<file path="config.mk">
export PLATFORM = sky130hd
export DESIGN_NAME = operator_input_arbiter
export DESIGN_NICKNAME = d
export VERILOG_FILES = /design/src/rtl/oia_pkg.sv /design/src/rtl/oia_div.sv /design/src/rtl/operator_input_arbiter.sv
export SDC_FILE = /design/constraint.sdc
export NUM_CORES = 1
export LEC_CHECK = 0
export BUFFER_PORTS_ARGS = -buffer_cell sky130_fd_sc_hd__buf_2
export CORE_MARGIN = 1
export CORE_UTILIZATION = 49
export DETAILED_ROUTE_END_ITERATION = 12
export PLACE_DENSITY = 0.78
export SLEW_MARGIN = 10
export SYNTH_ARGS = -nofsm -noshare
export SYNTH_HDL_FRONTEND = slang
export SYNTH_SLANG_ARGS = --single-unit
export TNS_END_PERCENT = 20
</file>
<file path="constraint.sdc">
create_clock -name clk_i -period 15.07 [get_ports clk_i]
set_clock_uncertainty 0.15 [all_clocks]
set_input_delay 1.507 -clock clk_i [delete_from_list [all_inputs] [get_ports clk_i]]
set_output_delay 1.507 -clock clk_i [all_outputs]
set_load 0.05 [all_outputs]
</file>
<file path="src/rtl/oia_pkg.sv">
// Shared widths, reset values and codes for the operator input arbiter.
package oia_pkg;

  // field widths
  localparam int unsigned NOW_W      = 32;
  localparam int unsigned POT_W      = 10;
  localparam int unsigned DZ_W       = 8;
  localparam int unsigned SPEED_W    = 15;
  localparam int unsigned MS_W       = 16;
  localparam int unsigned DRIVE_W    = 16;
  localparam int unsigned SEQ_W      = 32;
  localparam int unsigned CODE_W     = 2;
  localparam int unsigned CFG_IDX_W  = 3;
  localparam int unsigned CFG_DATA_W = 16;

  // deadzone high edge (centre plus deadzone) needs one bit over the reading
  localparam int unsigned HI_W = POT_W + 1;
  // interpolation numerator: offset (< 2^POT_W) times slope (< 2^SPEED_W)
  localparam int unsigned PROD_W = POT_W + SPEED_W;

  localparam int unsigned POT_FULL_SCALE_DEF = 1023;
  localparam int unsigned DRIVE_MAX          = 32767;

  // register reset values
  localparam logic [POT_W-1:0]   CENTER_LOW_RST  = 10'd502;
  localparam logic [POT_W-1:0]   CENTER_HIGH_RST = 10'd503;
  localparam logic [DZ_W-1:0]    DEADZONE_RST    = 8'd10;
  localparam logic [SPEED_W-1:0] MAX_SPEED_RST   = 15'd400;
  localparam logic [MS_W-1:0]    DEBOUNCE_RST    = 16'd25;
  localparam logic [MS_W-1:0]    SEND_IVL_RST    = 16'd50;

  // register indices
  localparam logic [CFG_IDX_W-1:0] CFG_CENTER_LOW  = 3'd0;
  localparam logic [CFG_IDX_W-1:0] CFG_CENTER_HIGH = 3'd1;
  localparam logic [CFG_IDX_W-1:0] CFG_DEADZONE    = 3'd2;
  localparam logic [CFG_IDX_W-1:0] CFG_MAX_SPEED   = 3'd3;
  localparam logic [CFG_IDX_W-1:0] CFG_DEBOUNCE    = 3'd4;
  localparam logic [CFG_IDX_W-1:0] CFG_SEND_IVL    = 3'd5;

  // stop request codes
  localparam logic [CODE_W-1:0] STOP_NONE  = 2'd0;
  localparam logic [CODE_W-1:0] STOP_LATCH = 2'd1;
  localparam logic [CODE_W-1:0] STOP_CLEAR = 2'd2;

  // active source codes
  localparam logic [CODE_W-1:0] SRC_NONE = 2'd0;
  localparam logic [CODE_W-1:0] SRC_POT  = 2'd1;
  localparam logic [CODE_W-1:0] SRC_UP   = 2'd2;
  localparam logic [CODE_W-1:0] SRC_DOWN = 2'd3;

  // winch codes
  localparam logic [CODE_W-1:0] WINCH_NONE = 2'd0;
  localparam logic [CODE_W-1:0] WINCH_UP   = 2'd1;
  localparam logic [CODE_W-1:0] WINCH_DOWN = 2'd2;

endpackage

</file>
<file path="src/rtl/oia_div.sv">
// Bit-serial restoring divider, one quotient bit per cycle.
module oia_div #(
  parameter int unsigned DIVIDEND_W = oia_pkg::PROD_W,
  parameter int unsigned DIVISOR_W  = oia_pkg::MS_W
) (
  input  logic                  clk_i,
  input  logic                  rst_ni,
  input  logic                  start_i,
  input  logic [DIVIDEND_W-1:0] dividend_i,
  input  logic [DIVISOR_W-1:0]  divisor_i,
  output logic                  done_o,
  output logic [DIVIDEND_W-1:0] quotient_o
);

  localparam int unsigned CNT_W = $clog2(DIVIDEND_W + 1);
  localparam logic [CNT_W-1:0] STEPS = CNT_W'(DIVIDEND_W);

  logic                  busy_q;
  logic                  done_q;
  logic [CNT_W-1:0]      cnt_q;
  logic [DIVIDEND_W-1:0] quo_q;
  logic [DIVISOR_W-1:0]  rem_q;
  logic [DIVISOR_W-1:0]  dvs_q;

  logic [DIVISOR_W:0]    rem_sh;
  logic [DIVISOR_W+1:0]  diff;
  logic                  fits;

  // dividend bits shift out of the top of quo_q as quotient bits shift in
  assign rem_sh = {rem_q, quo_q[DIVIDEND_W-1]};
  assign diff   = {1'b0, rem_sh} - {2'b0, dvs_q};
  assign fits   = ~diff[DIVISOR_W+1];

  always_ff @(posedge clk_i or negedge rst_ni) begin
    if (!rst_ni) begin
      busy_q <= 1'b0;
      done_q <= 1'b0;
      cnt_q  <= '0;
    end else begin
      done_q <= busy_q && (cnt_q == CNT_W'(1));
      if (start_i) begin
        busy_q <= 1'b1;
        cnt_q  <= STEPS;
      end else if (busy_q) begin
        cnt_q <= cnt_q - CNT_W'(1);
        if (cnt_q == CNT_W'(1)) begin
          busy_q <= 1'b0;
        end
      end
    end
  end

  always_ff @(posedge clk_i) begin
    if (start_i) begin
      quo_q <= dividend_i;
      rem_q <= '0;
      dvs_q <= divisor_i;
    end else if (busy_q) begin
      quo_q <= {quo_q[DIVIDEND_W-2:0], fits};
      rem_q <= fits ? diff[DIVISOR_W-1:0] : rem_sh[DIVISOR_W-1:0];
    end
  end

  assign done_o     = done_q;
  assign quotient_o = quo_q;

endmodule

</file>
<file path="src/rtl/operator_input_arbiter.sv">
// Operator input arbiter: debounce, potentiometer mapping, source arbitration, send timing.
// Sequence: an accepted word goes straight to the finish state when the reading is in the
//   deadzone or the interpolation span is zero, else through start and wait around the divider.
// Flow: one word at a time; the finish state waits for room in the output register, and
//   the next word is taken once the result moves to the output register, which holds it.
// Reset: asynchronous, active low; registers to defaults, switches released, latch clear.
module operator_input_arbiter #(
  parameter int unsigned POT_FULL_SCALE = oia_pkg::POT_FULL_SCALE_DEF
) (
  input  logic                                clk_i,
  input  logic                                rst_ni,
  // configuration write port
  input  logic                                cfg_we_i,
  input  logic [oia_pkg::CFG_IDX_W-1:0]       cfg_index_i,
  input  logic [oia_pkg::CFG_DATA_W-1:0]      cfg_wdata_i,
  // input words
  input  logic                                in_valid_i,
  output logic                                in_stall_o,
  input  logic [oia_pkg::NOW_W-1:0]           now_ms_i,
  input  logic [oia_pkg::POT_W-1:0]           pot_raw_i,
  input  logic                                up_raw_pressed_i,
  input  logic                                down_raw_pressed_i,
  input  logic [oia_pkg::CODE_W-1:0]          stop_request_i,
  // result words
  output logic                                out_valid_o,
  input  logic                                out_stall_i,
  output logic signed [oia_pkg::DRIVE_W-1:0]  raw_drive_o,
  output logic signed [oia_pkg::DRIVE_W-1:0]  drive_out_o,
  output logic [oia_pkg::CODE_W-1:0]          winch_out_o,
  output logic [oia_pkg::CODE_W-1:0]          active_source_o,
  output logic                                stop_latched_o,
  output logic                                send_now_o,
  output logic [oia_pkg::SEQ_W-1:0]           packet_sequence_o
);

  // Span above the deadzone is full scale minus (high edge + 1). Its magnitude needs
  // the full-scale width, or HI_W bits when the high edge overshoots a small scale.
  localparam int unsigned FS_W   = $clog2(POT_FULL_SCALE + 1);
  localparam int unsigned SPAN_W = (FS_W > oia_pkg::HI_W) ? FS_W : oia_pkg::HI_W;
  localparam int unsigned SSW    = SPAN_W + 2;
  localparam logic signed [SSW-1:0] FULL_S = SSW'(POT_FULL_SCALE);

  // mapped value before clamping: quotient plus sign and offset
  localparam int unsigned VW = oia_pkg::PROD_W + 2;
  localparam logic signed [VW-1:0] V_MAX = VW'(oia_pkg::DRIVE_MAX);
  localparam logic signed [VW-1:0] V_MIN = -V_MAX;

  typedef enum logic [1:0] {
    ST_IDLE,
    ST_START,
    ST_WAIT,
    ST_FIN
  } state_e;

  typedef enum logic [1:0] {
    RG_ZERO,
    RG_BELOW,
    RG_ABOVE
  } region_e;

  state_e  state_q;

  // configuration registers
  logic [oia_pkg::POT_W-1:0]   center_low_q;
  logic [oia_pkg::POT_W-1:0]   center_high_q;
  logic [oia_pkg::DZ_W-1:0]    deadzone_q;
  logic [oia_pkg::SPEED_W-1:0] max_speed_q;
  logic [oia_pkg::MS_W-1:0]    debounce_q;
  logic [oia_pkg::MS_W-1:0]    send_ivl_q;

  // loop state
  logic [1:0]                  stable_q;
  logic [1:0]                  last_raw_q;
  logic [oia_pkg::NOW_W-1:0]   change_q [2];
  logic [oia_pkg::CODE_W-1:0]  src_q;
  logic                        stop_q;
  logic [oia_pkg::SEQ_W-1:0]   seq_q;
  logic [oia_pkg::NOW_W-1:0]   last_send_q;

  // per-word working registers
  region_e                     region_q;
  logic                        neg_q;
  logic                        span_zero_q;
  logic [oia_pkg::POT_W-1:0]   x_q;
  logic [SPAN_W-1:0]           divisor_q;
  logic                        send_pend_q;

  // output register
  logic                                out_valid_q;
  logic signed [oia_pkg::DRIVE_W-1:0]  raw_drive_q;
  logic signed [oia_pkg::DRIVE_W-1:0]  drive_q;
  logic [oia_pkg::CODE_W-1:0]          winch_q;
  logic [oia_pkg::CODE_W-1:0]          src_out_q;
  logic                                stop_out_q;
  logic                                send_out_q;
  logic [oia_pkg::SEQ_W-1:0]           seq_out_q;

  logic in_acc;
  logic out_free;

  assign in_stall_o = (state_q != ST_IDLE);
  assign in_acc     = in_valid_i && (state_q == ST_IDLE);
  assign out_free   = !out_valid_q || !out_stall_i;

  // ---------------------------------------------------------------------------
  // Debounce and send timing, settled at the accept edge
  // ---------------------------------------------------------------------------
  logic [1:0]                raw_lvl;
  logic [1:0]                stable_d;
  logic [oia_pkg::NOW_W-1:0] change_d [2];
  logic [oia_pkg::NOW_W-1:0] elapsed  [2];
  logic                      stop_d;
  logic                      send_due;
  logic [oia_pkg::NOW_W-1:0] since_send;

  assign raw_lvl = {down_raw_pressed_i, up_raw_pressed_i};

  always_comb begin
    for (int i = 0; i < 2; i++) begin
      // a level change restarts the hold timer
      change_d[i] = (raw_lvl[i] != last_raw_q[i]) ? now_ms_i : change_q[i];
      elapsed[i]  = now_ms_i - change_d[i];
      stable_d[i] = stable_q[i];
      if ((stable_q[i] != raw_lvl[i]) &&
          (elapsed[i] >= oia_pkg::NOW_W'(debounce_q))) begin
        stable_d[i] = raw_lvl[i];
      end
    end
  end

  always_comb begin
    unique case (stop_request_i)
      oia_pkg::STOP_LATCH: stop_d = 1'b1;
      oia_pkg::STOP_CLEAR: stop_d = 1'b0;
      default:             stop_d = stop_q;  // none, and the unused code
    endcase
  end

  // a zero last-send stamp means never sent
  assign since_send = now_ms_i - last_send_q;
  assign send_due   = (last_send_q == '0) ||
                      (since_send >= oia_pkg::NOW_W'(send_ivl_q));

  // ---------------------------------------------------------------------------
  // Deadzone classification and divider operands
  // ---------------------------------------------------------------------------
  logic signed [oia_pkg::HI_W:0]   lo_s;     // centre low minus deadzone, may be negative
  logic signed [oia_pkg::HI_W:0]   lo_m1;
  logic [oia_pkg::HI_W-1:0]        hi;       // centre high plus deadzone
  logic [oia_pkg::HI_W-1:0]        above_x;
  logic signed [SSW-1:0]           span_s;
  logic [SSW-1:0]                  span_mag;
  logic                            below;
  logic                            above;
  logic                            slope_neg;  // max speed of zero gives a slope of -1
  region_e                         region_d;
  logic                            neg_d;
  logic                            span_zero_d;
  logic [oia_pkg::POT_W-1:0]       x_d;
  logic [SPAN_W-1:0]               divisor_d;

  assign lo_s    = $signed({2'b0, center_low_q}) - $signed({4'b0, deadzone_q});
  assign lo_m1   = lo_s - (oia_pkg::HI_W + 1)'(1);
  assign hi      = {1'b0, center_high_q} + {3'b0, deadzone_q};
  assign above_x = {1'b0, pot_raw_i} - hi - oia_pkg::HI_W'(1);
  assign span_s  = FULL_S - $signed(SSW'(hi)) - SSW'(1);
  assign span_mag = span_s[SSW-1] ? SSW'(-span_s) : SSW'(span_s);
  assign below   = $signed({2'b0, pot_raw_i}) < lo_s;
  assign above   = {1'b0, pot_raw_i} > hi;
  assign slope_neg = (max_speed_q == '0);

  always_comb begin
    region_d    = RG_ZERO;
    neg_d       = 1'b0;
    span_zero_d = 1'b0;
    x_d         = pot_raw_i;
    divisor_d   = SPAN_W'(lo_m1[oia_pkg::POT_W-1:0]);
    if (below) begin
      region_d    = RG_BELOW;
      neg_d       = slope_neg;
      span_zero_d = (lo_m1 == '0);
    end else if (above) begin
      region_d    = RG_ABOVE;
      neg_d       = slope_neg ^ span_s[SSW-1];
      span_zero_d = (span_s == '0);
      x_d         = above_x[oia_pkg::POT_W-1:0];
      divisor_d   = span_mag[SPAN_W-1:0];
    end
  end

  // ---------------------------------------------------------------------------
  // Serial divider: |offset * slope| / |span|, truncated
  // ---------------------------------------------------------------------------
  logic [oia_pkg::SPEED_W-1:0] slope_mag;
  logic [oia_pkg::PROD_W-1:0]  numer;
  logic                        div_start;
  logic                        div_done;
  logic [oia_pkg::PROD_W-1:0]  div_quo;

  assign slope_mag = slope_neg ? oia_pkg::SPEED_W'(1) : (max_speed_q - oia_pkg::SPEED_W'(1));
  // product goes straight into the divider's register
  assign numer     = oia_pkg::PROD_W'(x_q) * oia_pkg::PROD_W'(slope_mag);
  assign div_start = (state_q == ST_START);

  oia_div #(
    .DIVIDEND_W (oia_pkg::PROD_W),
    .DIVISOR_W  (SPAN_W)
  ) u_div (
    .clk_i      (clk_i),
    .rst_ni     (rst_ni),
    .start_i    (div_start),
    .dividend_i (numer),
    .divisor_i  (divisor_q),
    .done_o     (div_done),
    .quotient_o (div_quo)
  );

  // ---------------------------------------------------------------------------
  // Final value, clamp and arbitration
  // ---------------------------------------------------------------------------
  logic signed [VW-1:0]               q_s;
  logic signed [VW-1:0]               t_s;
  logic signed [VW-1:0]               m_s;
  logic signed [VW-1:0]               v_s;
  logic signed [oia_pkg::DRIVE_W-1:0] raw_cmd;
  logic [oia_pkg::CODE_W-1:0]         src_d;
  logic signed [oia_pkg::DRIVE_W-1:0] drive_d;
  logic [oia_pkg::CODE_W-1:0]         winch_d;

  assign q_s = $signed(VW'(div_quo));
  assign t_s = neg_q ? -q_s : q_s;
  assign m_s = $signed(VW'(max_speed_q));

  always_comb begin
    unique case (region_q)
      RG_BELOW: v_s = span_zero_q ? -m_s : (t_s - m_s);
      RG_ABOVE: v_s = span_zero_q ? VW'(1) : (t_s + VW'(1));
      default:  v_s = '0;
    endcase
  end

  always_comb begin
    if (v_s > V_MAX) begin
      raw_cmd = oia_pkg::DRIVE_W'(V_MAX);
    end else if (v_s < V_MIN) begin
      raw_cmd = oia_pkg::DRIVE_W'(V_MIN);
    end else begin
      raw_cmd = v_s[oia_pkg::DRIVE_W-1:0];
    end
  end

  // an active source holds until it goes idle; otherwise pot, up, down in that order
  always_comb begin
    src_d = src_q;
    unique case (src_q)
      oia_pkg::SRC_POT:  if (raw_cmd == '0) src_d = oia_pkg::SRC_NONE;
      oia_pkg::SRC_UP:   if (!stable_q[0]) src_d = oia_pkg::SRC_NONE;
      oia_pkg::SRC_DOWN: if (!stable_q[1]) src_d = oia_pkg::SRC_NONE;
      default: begin
        priority if (raw_cmd != '0) begin
          src_d = oia_pkg::SRC_POT;
        end else if (stable_q[0]) begin
          src_d = oia_pkg::SRC_UP;
        end else if (stable_q[1]) begin
          src_d = oia_pkg::SRC_DOWN;
        end else begin
          src_d = oia_pkg::SRC_NONE;
        end
      end
    endcase
  end

  // a latched stop zeroes drive and winch but not the reported source
  always_comb begin
    drive_d = '0;
    winch_d = oia_pkg::WINCH_NONE;
    if (!stop_q) begin
      unique case (src_d)
        oia_pkg::SRC_POT:  drive_d = raw_cmd;
        oia_pkg::SRC_UP:   winch_d = oia_pkg::WINCH_UP;
        oia_pkg::SRC_DOWN: winch_d = oia_pkg::WINCH_DOWN;
        default:           drive_d = '0;
      endcase
    end
  end

  // ---------------------------------------------------------------------------
  // Sequencer, configuration and state registers
  // ---------------------------------------------------------------------------
  always_ff @(posedge clk_i or negedge rst_ni) begin
    if (!rst_ni) begin
      state_q       <= ST_IDLE;
      center_low_q  <= oia_pkg::CENTER_LOW_RST;
      center_high_q <= oia_pkg::CENTER_HIGH_RST;
      deadzone_q    <= oia_pkg::DEADZONE_RST;
      max_speed_q   <= oia_pkg::MAX_SPEED_RST;
      debounce_q    <= oia_pkg::DEBOUNCE_RST;
      send_ivl_q    <= oia_pkg::SEND_IVL_RST;
      stable_q      <= '0;
      last_raw_q    <= '0;
      change_q[0]   <= '0;
      change_q[1]   <= '0;
      src_q         <= oia_pkg::SRC_NONE;
      stop_q        <= 1'b0;
      seq_q         <= '0;
      last_send_q   <= '0;
      out_valid_q   <= 1'b0;
    end else begin
      if (cfg_we_i) begin
        unique case (cfg_index_i)
          oia_pkg::CFG_CENTER_LOW:  center_low_q  <= cfg_wdata_i[oia_pkg::POT_W-1:0];
          oia_pkg::CFG_CENTER_HIGH: center_high_q <= cfg_wdata_i[oia_pkg::POT_W-1:0];
          oia_pkg::CFG_DEADZONE:    deadzone_q    <= cfg_wdata_i[oia_pkg::DZ_W-1:0];
          oia_pkg::CFG_MAX_SPEED:   max_speed_q   <= cfg_wdata_i[oia_pkg::SPEED_W-1:0];
          oia_pkg::CFG_DEBOUNCE:    debounce_q    <= cfg_wdata_i[oia_pkg::MS_W-1:0];
          oia_pkg::CFG_SEND_IVL:    send_ivl_q    <= cfg_wdata_i[oia_pkg::MS_W-1:0];
          default: ;
        endcase
      end

      // a finished word refills the output register as the old one drains
      if (state_q == ST_FIN && out_free) begin
        out_valid_q <= 1'b1;
      end else if (out_valid_q && !out_stall_i) begin
        out_valid_q <= 1'b0;
      end

      unique case (state_q)
        ST_IDLE: begin
          if (in_acc) begin
            stop_q      <= stop_d;
            stable_q    <= stable_d;
            last_raw_q  <= raw_lvl;
            change_q[0] <= change_d[0];
            change_q[1] <= change_d[1];
            if (send_due) begin
              seq_q       <= seq_q + oia_pkg::SEQ_W'(1);
              last_send_q <= now_ms_i;
            end
            // no division needed inside the deadzone or on a zero span
            if (region_d == RG_ZERO || span_zero_d) begin
              state_q <= ST_FIN;
            end else begin
              state_q <= ST_START;
            end
          end
        end
        ST_START: state_q <= ST_WAIT;
        ST_WAIT: begin
          if (div_done) begin
            state_q <= ST_FIN;
          end
        end
        ST_FIN: begin
          if (out_free) begin
            src_q       <= src_d;
            state_q     <= ST_IDLE;
          end
        end
        default: state_q <= ST_IDLE;
      endcase
    end
  end

  // payload registers
  always_ff @(posedge clk_i) begin
    if (in_acc) begin
      region_q    <= region_d;
      neg_q       <= neg_d;
      span_zero_q <= span_zero_d;
      x_q         <= x_d;
      divisor_q   <= divisor_d;
      send_pend_q <= send_due;
    end
    if (state_q == ST_FIN && out_free) begin
      raw_drive_q <= raw_cmd;
      drive_q     <= drive_d;
      winch_q     <= winch_d;
      src_out_q   <= src_d;
      stop_out_q  <= stop_q;
      send_out_q  <= send_pend_q;
      seq_out_q   <= seq_q;
    end
  end

  assign out_valid_o       = out_valid_q;
  assign raw_drive_o       = raw_drive_q;
  assign drive_out_o       = drive_q;
  assign winch_out_o       = winch_q;
  assign active_source_o   = src_out_q;
  assign stop_latched_o    = stop_out_q;
  assign send_now_o        = send_out_q;
  assign packet_sequence_o = seq_out_q;

`ifndef SYNTHESIS
  // the divider only finishes while the sequencer waits for it
  a_div_done_in_wait: assert property (@(posedge clk_i) disable iff (!rst_ni)
    div_done |-> state_q == ST_WAIT)
    else $error("divider finished outside the wait state");

  // a divider start is always followed by the wait state, with the divider not yet done
  a_start_only_from_start: assert property (@(posedge clk_i) disable iff (!rst_ni)
    div_start |=> state_q == ST_WAIT && !div_done)
    else $error("divider start not followed by wait");

  // drive only flows from the pot source with no stop latched
  a_drive_gated: assert property (@(posedge clk_i) disable iff (!rst_ni)
    out_valid_q && drive_q != '0 |-> src_out_q == oia_pkg::SRC_POT && !stop_out_q)
    else $error("drive output while not pot source or stopped");

  // clamp keeps the most negative code out of the mapped value
  a_raw_clamped: assert property (@(posedge clk_i) disable iff (!rst_ni)
    out_valid_q |-> raw_drive_q != {1'b1, {(oia_pkg::DRIVE_W-1){1'b0}}})
    else $error("mapped value outside clamp range");
`endif

endmodule

</file>
==> out/qor.yml <==
worstHoldStart: "send_pend_q"
area_delta_synth_final_pct: 9.33
fp-row-count: 91
maxCapViolations: 0
cp.arrival_ns: 8.48
fin_crit_ns: 8.20
fin_setup_tns_ns: 0
fin_crit_sh: 0.544
n_fill_cell: 5500
gp_congestion: 0.963
dr_total_vias: 24600
cts-resized-gates: 0
ant_nets: 0
die_w_um: 254
leakage_nw: 15.3
finalSetupViolations: 0
synth_top_family_by_area: "adder cells"
syn-num-nets: 3739
cp_top_family: "simple AND/OR/NAND/NOR gates"
final_nets: 3846
die_area_um2: 64300
post_cts_buffers: 0
clock-sinks: 363
synth_cell_type_count: 100
synth_ff_type: "dfrtp_1"
cts_hold_buf: 0
max_slew_margin: 0.251
hold_viol: 0
ys_ff_latch: 363
crit_path_max_fanout: 10
drt_iter0_markers: 1945
end_kind: "flip-flop"
synth_area_leaders: "dfrtp_1 (16%), edfxtp_1 (13%), ha_1 (11%)"
cts_htree_levels: 2
r2r_cells: 23
drt_pass1_iterations: 5
grt-ovfl-total: 0
start_kind: "flip-flop"
cp_slowest_cell: "or4_1"
antenna_found_initial: 2
grt_start_max_net_pins: 101
synth_edf_count: 132
status: "finished clean"
critPathRequiredTime_ns: 15.35
grt_pass1_vias: 24500
yosysTopAreaCell: "dfrtp_1"
track_usage: 0.246
synth_seq_area_share: 0.313
drv_slew: 0
rrSetupSlack_ns: 6.87
drt-total-wl_um: 77900
cp.depth: 23
synthXorXnorAreaFrac: 0.0652
syn-cell-area_um2: 31000
grt_pass1_wl_um: 127000
synth-compound-area-share: 0.142
rsz0062_at_grt: "no"
drc: 0
synth_area_per_cell_um2: 9.47
syn_inst: 3277
final_layout_size_suffix_gt1_frac: 0.136
start_util: 0.499
powerDensity_nw_per_um2: 148
r2r-start: "max_speed_q[3]"
async_flop_share: 0.606
r2r-end: "u_div.quotient_o[23]"
io_pins: 142
synth_top_area_frac: 0.156
root_buffer: "clkbuf_16"
cpMostUsedCell: "fa_1"
cts_buffers: 41
synth_mux_area_frac: 0.0876
worstHoldEndpoint: "send_now_o"
coreArea_um2: 62200
wl_per_cell_um: 18.3
max_stage_delay_ns: 0.61
clockBufferDepth: 3
min_path_cells: 0
crit_type: "reg -> reg"
whs_ns: 0.267
path_cells: "nor3_1 > nand4_1 > or3_1 > or4_1 > nand2_1 > nand2_1 > fa_1 > fa_1 > inv_1 > fa_1 > fa_1 > fa_1 > ha_1 > and3_1 > o311ai_0 > a31o_2 > o211ai_1 > a31oi_1 > nor2b_1 > o21a_1 > or4_1 > and3_1 > o31ai_1"
ir_drop_mv: 0.285
die_y_um: 254
hp-class: "reg -> reg"
ys_warn_count: 0
cts_tree: "built"
fmax_mhz: 122
dp_hpwl_um: 59800
cts.reportedPaths.clkPinSlew_ns: 0.07
clock_latency_ns: 0.60
tightest_slew_ns: 1.12
synthTopCellsByCount: "inv_1 (332), ha_1 (282), nand2_1 (272)"
synthAdderAreaFrac: 0.185
yosysMostFrequentCell: "inv_1"
synthSimpleGateAreaFrac: 0.154
io_buffers: 141
vias_per_cell: 5.78
cp_num_buf_inv: 1
-- through the flow --
stage	std cells	utilization	area, um2	power [mW]	worst slack (ns)
2_1_floorplan	3277	-	31000	3.38	7.52
3_3_place_gp	4178	0.525	32600	3.94	7.19
3_5_place_dp	4178	0.525	32600	4.02	6.97
4_1_cts	4252	0.546	33900	5.02	6.94
5_1_grt	4254	0.546	33900	5.46	6.43
6_report	4254	0.546	33900	5.02	6.87
-- cell families after synthesis --
family	count (synthesis)
AO/OA/AOI/OAI	669
XOR/XNOR	230
adder cells (fa/ha/maj)	392
buffers and inverters	431
flip-flops	363
multiplexers	251
other	1
AND/OR/NAND/NOR	940
-- report_power, final --
part | switching [mW] | internal (mW)
clock network | 0.427 | 0.545
logic | 1.66 | 1.26
registers | 0.0353 | 1.09
-- worst max path at each step --
| stage | startpoint | endpoint | slack, ns |
|---|---|---|---|
| finish | max_speed_q[3] | u_div.quotient_o[23] | 6.87 |
| global route | max_speed_q[3] | u_div.quotient_o[23] | 6.43 |
| CTS | max_speed_q[3] | u_div.quotient_o[23] | 6.94 |
| detailed placement | max_speed_q[3] | u_div.quotient_o[23] | 6.97 |
| global placement | max_speed_q[3] | u_div.quotient_o[23] | 7.19 |
| floorplan | max_speed_q[3] | u_div.quotient_o[23] | 7.52 |
-- metal layers --
metal / up-vias / part of all wire / track usage
met1: 11800 / 0.43 / 0.317
met3: 189 / 0.055 / 0.0328
met2: 761 / 0.48 / 0.419
met4: 0 / 0.038 / 0.0919
met5: - / 0 / 0
li1: 11800 / - / -
-- registers in the layout (all words and copies together), names as in the netlist, 10 cells and up --
register           cells
last_send_q           32
u_div.quotient_o      25
raw_drive_o           16
u_div.dvs_q           11
max_speed_q           15
x_q                   10
debounce_q            16
u_div.rem_q           11
center_high_q         10
drive_out_o           16
divisor_q             11
center_low_q          10
seq_q                 32
send_ivl_q            16
packet_sequence_o     32
change_q              64
-- layout make-up --
class | instances | area (um2) | area share
inverters | 335 | 1260 | 0.0371
clock buffers | 62 | 1170 | 0.0346
well taps | 837 | 1050 | 0.0309
repair buffers | 160 | 858 | 0.0253
multi-input cells | 2483 | 19700 | 0.582
diodes | 2 | 5.00 | 0.000148
flip-flops and latches | 363 | 9720 | 0.287
clock inverters | 12 | 119 | 0.00350
-- cell usage in the layout, fill, tap and decap left out, drive strengths merged, types with 63 or more instances in the layout --
cell type | Yosys | routed
nor3 | 66 | 66
mux2i | 87 | 87
a21oi | 145 | 145
dfrtp | 194 | 194
and2 | 72 | 72
xor2 | 81 | 81
fa | 110 | 110
ha | 282 | 282
mux2 | 164 | 164
edfxtp | 132 | 132
buf | 12 | 160
nand2 | 272 | 272
inv | 332 | 334
o21ai | 170 | 170
nor2 | 172 | 172
a21o | 63 | 63
xnor2 | 149 | 149
No activity file was read; power rests on OpenSTA's default activity.
